## config.mk

```make
export PLATFORM = sky130hd
export DESIGN_NAME = skt_ctrl
export DESIGN_NICKNAME = d
export VERILOG_FILES = /design/src/rtl/skt_pkg.sv /design/src/rtl/skt_ctrl.sv
export SDC_FILE = /design/constraint.sdc
export NUM_CORES = 1
export LEC_CHECK = 0
export BUFFER_PORTS_ARGS = -buffer_cell sky130_fd_sc_hd__buf_2
export CORE_AREA = 2 2 39 41
export CTS_CLUSTER_SIZE = 8
export DETAILED_ROUTE_END_ITERATION = 16
export DIE_AREA = 0 0 41 43
export GPL_ROUTABILITY_DRIVEN = 0
export GPL_TIMING_DRIVEN = 0
export PLACE_DENSITY_LB_ADDON = 0.08
export SKIP_CTS_REPAIR_TIMING = 1
export SLEW_MARGIN = 20
export SYNTH_ARGS = -nofsm -noshare
export SYNTH_HDL_FRONTEND = slang
export SYNTH_SLANG_ARGS = --single-unit
export TNS_END_PERCENT = 20
```

## constraint.sdc

```tcl
create_clock -name clk -period 4.4 [get_ports clk]
set_input_delay 0.44 -clock clk [delete_from_list [all_inputs] [get_ports clk]]
set_output_delay 0.44 -clock clk [all_outputs]
set_load 0.01 [all_outputs]
```

## src/rtl/skt_pkg.sv

```systemverilog
// Shared types and codes for the sorted key table.
// Holds operation and status codes, controller states and the command/status structs.
package skt_pkg;

  localparam int OP_W      = 2;
  localparam int IN_KEY_W  = 32;
  localparam int IN_LINE_W = 24;
  localparam int STATUS_W  = 3;
  localparam int CAP_W     = 9;

  localparam logic [CAP_W-1:0] CAP_RESET = 9'd256;

  localparam logic [OP_W-1:0] OP_INSERT = 2'd0;
  localparam logic [OP_W-1:0] OP_FIND   = 2'd1;
  localparam logic [OP_W-1:0] OP_CLEAR  = 2'd2;

  localparam logic [STATUS_W-1:0] ST_INSERTED  = 3'd0;
  localparam logic [STATUS_W-1:0] ST_DUPLICATE = 3'd1;
  localparam logic [STATUS_W-1:0] ST_FULL      = 3'd2;
  localparam logic [STATUS_W-1:0] ST_FOUND     = 3'd3;
  localparam logic [STATUS_W-1:0] ST_NOT_FOUND = 3'd4;
  localparam logic [STATUS_W-1:0] ST_CLEARED   = 3'd5;

  typedef enum logic [2:0] {
    S_IDLE,
    S_DECODE,
    S_PROBE,
    S_CMP,
    S_SHIFT,
    S_RESP
  } state_t;

  typedef struct packed {
    logic                load;
    logic                clear_cnt;
    logic                srch_init;
    logic                probe;
    logic                cmp;
    logic                shift_init;
    logic                shift_step;
    logic                write_new;
    logic                resp;
    logic [STATUS_W-1:0] code;
  } cmd_t;

  typedef struct packed {
    logic is_insert;
    logic is_clear;
    logic bad_line;
    logic srch_more;
    logic hit;
    logic full;
    logic shift_done;
    logic out_busy;
  } sts_t;

endpackage

```

## src/rtl/skt_ctrl.sv

```systemverilog
// Controller of the sorted key table: sequences decode, binary search, shift and response.
// Depends on skt_pkg for states, codes and command/status structs.
module skt_ctrl import skt_pkg::*; (
  input  logic clk,
  input  logic rst_n,
  input  logic in_valid,
  output logic in_ready,
  input  sts_t sts,
  output cmd_t cmd
);

  state_t              state_r, state_nxt;
  logic [STATUS_W-1:0] code_r, code_nxt;

  always_ff @(posedge clk) begin
    if (!rst_n) begin
      state_r <= S_IDLE;
      code_r  <= ST_CLEARED;
    end else begin
      state_r <= state_nxt;
      code_r  <= code_nxt;
    end
  end

  always_comb begin
    state_nxt = state_r;
    code_nxt  = code_r;
    in_ready  = 1'b0;
    cmd       = '0;
    cmd.code  = code_r;
    case (state_r)
      S_IDLE: begin
        in_ready = 1'b1;
        if (in_valid) begin
          cmd.load  = 1'b1;
          state_nxt = S_DECODE;
        end
      end
      S_DECODE: begin
        if (sts.is_clear) begin
          cmd.clear_cnt = 1'b1;
          code_nxt      = ST_CLEARED;
          state_nxt     = S_RESP;
        end else if (sts.is_insert && sts.bad_line) begin
          code_nxt  = ST_CLEARED;
          state_nxt = S_RESP;
        end else begin
          cmd.srch_init = 1'b1;
          state_nxt     = S_PROBE;
        end
      end
      S_PROBE: begin
        if (sts.srch_more) begin
          cmd.probe = 1'b1;
          state_nxt = S_CMP;
        end else if (sts.hit) begin
          code_nxt  = sts.is_insert ? ST_DUPLICATE : ST_FOUND;
          state_nxt = S_RESP;
        end else if (!sts.is_insert) begin
          code_nxt  = ST_NOT_FOUND;
          state_nxt = S_RESP;
        end else if (sts.full) begin
          code_nxt  = ST_FULL;
          state_nxt = S_RESP;
        end else begin
          cmd.shift_init = 1'b1;
          state_nxt      = S_SHIFT;
        end
      end
      S_CMP: begin
        cmd.cmp   = 1'b1;
        state_nxt = S_PROBE;
      end
      S_SHIFT: begin
        if (sts.shift_done) begin
          cmd.write_new = 1'b1;
          code_nxt      = ST_INSERTED;
          state_nxt     = S_RESP;
        end else begin
          cmd.shift_step = 1'b1;
        end
      end
      S_RESP: begin
        if (!sts.out_busy) begin
          cmd.resp  = 1'b1;
          state_nxt = S_IDLE;
        end
      end
      default: begin
        state_nxt = S_IDLE;
      end
    endcase
  end

endmodule
```

== Word level (Yosys, flattened, before mapping) ==
Cells that the tools add are included.
W data, S select, Z words.

* Equal/unequal tests: 11
* Multiplexer cells: 39
* Reduce and logical (&&, ||, !) cells: 5

{| class="wikitable"
|+ Operators by type and width
! operator !! count
|-
| $mux W3 || 15
|-
| $mux W1 || 19
|-
| $pmux W3 S6 || 1
|-
| $pmux W3 S3 || 1
|-
| $ne A2 B2 Y1 const B || 4
|-
| $eq A3 B2 Y1 const B || 2
|-
| $eq A3 B3 Y1 const B || 2
|-
| $mux W2 || 3
|-
| $reduce_and A5 Y1 || 1
|-
| $ne A4 B4 Y1 const B || 1
|-
| $eq A3 B1 Y1 const B || 1
|-
| $logic_not A3 Y1 || 1
|-
| $ne A3 B3 Y1 const B || 1
|-
| $reduce_and A3 Y1 || 1
|-
| $reduce_bool A3 Y1 || 1
|-
| $logic_and A1 B1 Y1 || 1
|}

* Register bits: 6
* Input bits: 11
* Output and inout bits: 13
* Logic and storage cells: 57

== Logic depth before layout (Yosys ltp) ==
Gate-level depths: netlist of the first run.

* Word-level depth: 5
* Gate-level depth with buffers: 5
* Depth with buffers taken out: 4

== Worst setup path after synthesis of the first run ==
Ideal clock, no wire load.

* Path kind: input -> output
* Start: input port sts[4] in the netlist's numbering
* End: output port cmd[6] in the netlist's numbering
* Data arrival time: 1,141 ps
* Required time: 3,960 ps
* Path slack: 2,819 ps
* Cell stages on the path: 2
* Path buffers: 0
* Path through: or4b_4 -> nor2_1

{| class="wikitable"
|+ RTL lines
! element !! line !! RTL
|-
| from (decl) || skt_ctrl.sv:8 || <nowiki>input sts_t sts,</nowiki>
|-
| to (decl) || skt_ctrl.sv:9 || <nowiki>output cmd_t cmd</nowiki>
|}

==> results of run 1 <==
==> final cells by class <==
| class | count | area (sq um) | share of cell area [%] |
|---|---|---|---|
| buffer | 3 | 12.5 | 1.97 |
| inverter | 4 | 15.0 | 2.36 |
| tap | 16 | 20.0 | 3.15 |
| timing repair buffer | 23 | 115 | 18.1 |
| multi-input combinational | 46 | 330 | 52.0 |
| clock buffer | 3 | 22.5 | 3.54 |
| sequential | 6 | 120 | 18.9 |
==> layout by cell type (no fill, tap or decap), types with 2 or more instances in the layout <==
cell | Yosys | final
or3b_2 | 3 | 3
nor2_1 | 6 | 6
o21ai_0 | 2 | 2
buf_2 | 1 | 24
nor3_1 | 3 | 3
nand2_1 | 2 | 2
nor2b_1 | 3 | 3
dfxtp_1 | 6 | 6
a2bb2oi_1 | 2 | 2
nand4_1 | 2 | 2
clkbuf_4 | 0 | 3
and3_1 | 4 | 4
inv_1 | 4 | 4
clkbuf_1 | 2 | 2
==> layer usage <==
| metal | vias up | track usage (%) |
|---|---|---|
| met5 | - | 0 |
| met4 | 0 | 4.00 |
| met3 | 0 | 7.85 |
| met2 | 19 | 22.2 |
| met1 | 229 | 22.2 |
| li1 | 272 | - |
==> worst min path at each step <==
stage	end	slack (ns)	depth (start not counted)
6_report	code_r[1]	0.46	2
5_1_grt	code_r[1]	0.49	2
4_1_cts	code_r[1]	0.47	2
3_5_place_dp	code_r[1]	0.46	2
3_3_place_gp	code_r[1]	0.45	2
2_1_floorplan	code_r[1]	0.48	2
==> logic make-up after synthesis <==
family / Yosys count / synth area share (%)
adder cells (fa/ha/maj): 1 / 2.62
AO/OA/AOI/OAI: 13 / 21.5
XOR/XNOR: 1 / 1.83
flip-flops: 6 / 25.1
buffers and inverters: 7 / 5.76
multiplexers: 1 / 2.09
AND/OR/NAND/NOR: 30 / 41.1
==> sequential cells by signal, indices dropped and copies added (netlist names) <==
signal   flops
code_r       3
state_r      3
==> cells in the mapped netlist, types with 2 or more instances <==
cell type / instances
dfxtp_1: 6
o21ai_0: 2
nand2_1: 2
or3b_2: 3
nand4_1: 2
nor2b_1: 3
nor3_1: 3
a2bb2oi_1: 2
inv_1: 4
nor2_1: 6
and3_1: 4
clkbuf_1: 2
==> power by group through the flow <==
stage	clock (mW)	combinational [mW]	sequential, mW
5_1_grt	0.0572	0.103	0.0693
4_1_cts	0.0541	0.0928	0.0677
6_report	0.0518	0.0920	0.0677
3_3_place_gp	0	0.0936	0.0686
2_1_floorplan	0	0.0653	0.0680
3_5_place_dp	0	0.0926	0.0687
==> worst max-delay path: cells and delay by family (launching register included) <==
family                 cells  cell delay, ns
buffers and inverters      2            0.50
flip-flops                 1            0.42
AND/OR/NAND/NOR            1            0.32
==> metrics by stage <==
| stage | hold slack [ns] | worst slack [ns] | utilization [%] |
|---|---|---|---|
| 6_report | 0.464 | 2.47 | 45.9 |
| 5_1_grt | 0.486 | 2.30 | 45.9 |
| 4_1_cts | 0.471 | 2.43 | 45.9 |
| 3_5_place_dp | 0.463 | 2.62 | 44.3 |
| 3_3_place_gp | 0.452 | 2.64 | 44.3 |
| 2_1_floorplan | 0.483 | 2.82 | - |
==> flow_metrics.py, run 1 <==
metrics = {
    "finish": {
        "final_cells": 101,
        "fill_cells": 145,
        "diodes": 0,
        "nets": 99,
        "design_area_sq_um": 636,
        "syn2layout_area_growth_pct": 33.0,
        "drive_gt1_share_pct": 40.0,
    },
    "sta": {
        "skew_ns": 0.00170,
        "tns_ns": 0,
        "relSlewSlack_pct": 74.2,
        "hold_violations": 0,
        "fin_crit_sh_pct": 44.0,
        "period_needed_ns": 1.93,
        "grt_setup_unrepaired": "no",
        "worst_pin_slew_ns": 0.387,
        "fmax_mhz": 517,
        "setup_viol": 0,
        "slew_viol_final": 0,
    },
    "cts": {
        "htreeDepth": 1,
        "clk_latency_ns": 0.25,
        "cts_tree": "done",
        "cts_inserted_buffers": 3,
        "root_buffer": "clkbuf_4",
        "clock-sinks": 6,
        "clock_path_buffers": 2,
        "path_clk_slew_ns": 0.05,
    },
    "worst_setup_path": {
        "crit_chain": "clkbuf_1 -> nor3b_1 -> buf_2",
        "max_stage_delay_ns": 0.42,
        "critPathCapture": "cmd[7]",
        "timing.reg2reg.setup_slack_ns": 2.92,
        "worstPathRequired_ns": 3.96,
        "slowest_stage": "dfxtp_1",
        "reg2reg_from": "state_r[0]",
        "cp-end-kind": "primary output",
        "worst-r2r-cell-count": 4,
        "worstSetupPathType": "flip-flop to primary output",
        "crit_start": "state_r[0]",
        "start_kind": "flip-flop",
        "arrival_ns": 1.49,
        "cp_max_fo": 10,
        "r2r-end": "code_r[1]",
    },
    "routing": {
        "wl_mm": 1.20,
        "ant_nets": 0,
        "vias_per_cell": 5.15,
        "first_pass_iters": 2,
        "vias": 520,
        "wl_per_cell_um": 11.8,
        "met2_length_um": 515,
        "drc": 0,
        "drt_iter0_drc": 6,
        "top_layer": "met3",
        "m1WireLength_um": 593,
        "wl_met3_um": 87,
    },
    "floorplan": {
        "fp.dieArea_sq_mm": 0.00176,
        "die_x_um": 41,
        "die_h_um": 43,
        "ios": 24,
        "initial_core_util_pct": 34.5,
        "rows": 14,
        "core_area_sq_mm": 0.00138,
    },
    "hold_path": {
        "worstHoldStart": "code_r[1]",
        "hp-class": "flip-flop to flip-flop",
    },
    "power": {
        "p_sw_share_pct": 36.3,
        "p_per_area_mw_per_mm2": 333,
        "power.share.combinational_pct": 43.5,
        "p_leak_nw": 0.311,
        "power_mw": 0.211,
        "peakVddDrop_mv": 0.168,
        "p_clk_share_pct": 24.5,
        "power.net_switching_mw": 0.0767,
        "pwr-share-seq_pct": 32.0,
        "power.internal_mw": 0.135,
    },
    "synth": {
        "synth_edf_count": 0,
        "netlist_instances": 59,
        "async_reset_ff_share_pct": 0,
        "yosysTopAreaCellShare_pct": 25.1,
        "synth-seq-cells": 6,
        "synth.avg_cell_area_sq_um": 8.10,
        "synth.largest_area_cell": "dfxtp_1",
        "syn_nets": 71,
        "seq_area_frac_synth_pct": 25.1,
        "synth_flop_cell": "dfxtp_1",
        "netlist_top_cells_area": "dfxtp_1 (25%), or3b_2 (5.5%), and3_1 (5.2%)",
        "ys_warn_count": 0,
        "synth_cell_types": 32,
        "synth_area_sq_um": 478,
    },
    "place": {
        "placed_cells": 98,
        "portBuffers": 23,
        "post_dp_cell_area_sq_um": 613,
        "dpl.hpwl_um": 937,
    },
    "grt": {
        "antenna_found_initial": 0,
        "overflow": 0,
        "grt_pass1_wl_mm": 1.96,
        "track_usage_pct": 16.2,
        "grt_max_degree": 11,
        "grt_pass1_vias": 468,
    },
    "flow_run": {
        "maxCapViolCount": 0,
    },
    "run_status": {
        "status": "finished clean",
    },
}
(Power assumes the default switching activity.)
==> inputs of run 2 (changes only) <==
==> constraint.sdc (replaced) <==
create_clock -name clk -period 1.6 [get_ports clk]
set_input_delay 0.16 -clock clk [delete_from_list [all_inputs] [get_ports clk]]
set_output_delay 0.16 -clock clk [all_outputs]
set_load 0.01 [all_outputs]
==> flow_metrics.py, run 2 (synthesized netlist as in run 1, its figures left out) <==
metrics = {
    "run_status": {
        "status": "finished clean",
    },
    "flow_run": {
        "maxCapViolCount": 0,
    },
    "sta": {
        "skew_ns": 0.00280,
        "period_needed_ns": 1.54,
        "worst_pin_slew_ns": 0.274,
        "slew_viol_final": 0,
        "relSlewSlack_pct": 81.7,
        "hold_violations": 0,
        "grt_setup_unrepaired": "no",
        "setup_viol": 0,
        "fin_crit_sh_pct": 96.1,
        "fmax_mhz": 651,
    },
    "floorplan": {
        "die_h_um": 43,
        "fp.dieArea_sq_mm": 0.00176,
        "initial_core_util_pct": 34.5,
        "core_area_sq_mm": 0.00138,
        "ios": 24,
        "die_x_um": 41,
        "rows": 14,
    },
    "finish": {
        "final_common_cell": "buf_2",
        "fin_util_pct": 47.1,
        "top_regs": "code_r (3), state_r (3)",
        "diodes": 0,
        "syn2layout_area_growth_pct": 36.4,
        "fill_cells": 148,
        "layout_common_cells": "buf_2 (24), nor2_1 (5), inv_1 (4), and3_1 (4)",
        "drive_gt1_share_pct": 48.2,
        "nets": 99,
    },
    "cts": {
        "htreeDepth": 1,
        "clock_path_buffers": 2,
        "cts_tree": "done",
        "cts_inserted_buffers": 3,
        "root_buffer": "clkbuf_4",
        "path_clk_slew_ns": 0.05,
        "clock-sinks": 6,
        "clk_latency_ns": 0.24,
    },
    "worst_setup_path": {
        "crit_chain": "or4b_4 -> nor2_2 -> buf_2",
        "arrival_ns": 1.38,
        "cp.buffers_inverters": 1,
        "slowest_stage": "or4b_4",
        "crit_family": "simple AND/OR/NAND/NOR gates",
        "cp-end-kind": "primary output",
        "worstSetupPathType": "flip-flop to primary output",
        "worstPathRequired_ns": 1.44,
        "start_kind": "flip-flop",
        "max_stage_delay_ns": 0.55,
        "cp_max_fo": 5,
    },
    "grt": {
        "grt_pass1_wl_mm": 1.96,
        "grt_pass1_vias": 468,
        "track_usage_pct": 16.2,
        "grt_max_degree": 11,
        "overflow": 0,
        "antenna_found_initial": 0,
    },
    "routing": {
        "drt_iter0_drc": 4,
        "vias": 524,
        "wl_met3_um": 84,
        "wl_mm": 1.21,
        "first_pass_iters": 4,
        "top_layer": "met3",
        "drc": 0,
        "wl_per_cell_um": 12.0,
        "met2_length_um": 536,
        "vias_per_cell": 5.19,
        "m1WireLength_um": 593,
        "ant_nets": 0,
    },
    "place": {
        "dpl.hpwl_um": 937,
        "portBuffers": 23,
    },
    "power": {
        "power_mw": 0.589,
        "p_leak_nw": 0.319,
        "peakVddDrop_mv": 0.462,
        "p_per_area_mw_per_mm2": 903,
    },
    "hold_path": {
        "hp-class": "input pin to flip-flop",
    },
}
==> run 2: final timing paths <==
path                            startpoint    endpoint  slack [ns]  depth (start not counted)
worst max-delay path            state_r[2]      cmd[6]        0.06                          3
worst min-delay path                 rst_n  state_r[1]        0.20                          2
worst max register to register  state_r[2]   code_r[1]        0.18                          4
worst min register to register   code_r[1]   code_r[1]        0.46                          2
==> run 2: per-stage QoR <==
stage	std cells	hold slack (ns)	instance area (sq um)	setup WS, ns	TNS [ns]
detailed placement	98	0.463	613	0.120	0
global route	101	0.213	652	0.0101	0
CTS	101	0.204	636	-0.0911	-0.201
global placement	98	0.452	613	0.122	0
floorplan	59	0.288	478	0.207	0
finish	101	0.197	652	0.0631	0
==> run 2: cell type report <==
cell class	count	area (sq um)	share of cell area [%]
Timing Repair Buffer	23	115	17.7
Multi-Input combinational cell	46	338	51.8
Buffer	3	15.0	2.30
Clock buffer	3	22.5	3.45
Inverter	4	15.0	2.30
Sequential cell	6	126	19.4
Tap cell	16	20.0	3.07
==> run 2: per-layer routing <==
layer	track usage, %	vias up
met5	0	-
met4	4.00	0
met3	7.85	0
met2	22.2	19
met1	22.2	236
li1	-	269
==> run 2: where the power goes <==
group          total (mW)  switching (mW)  leakage (nW)  internal (mW)
logic               0.258           0.137         0.255          0.121
registers           0.189          0.0194        0.0504          0.170
clock network       0.141          0.0560        0.0138         0.0849
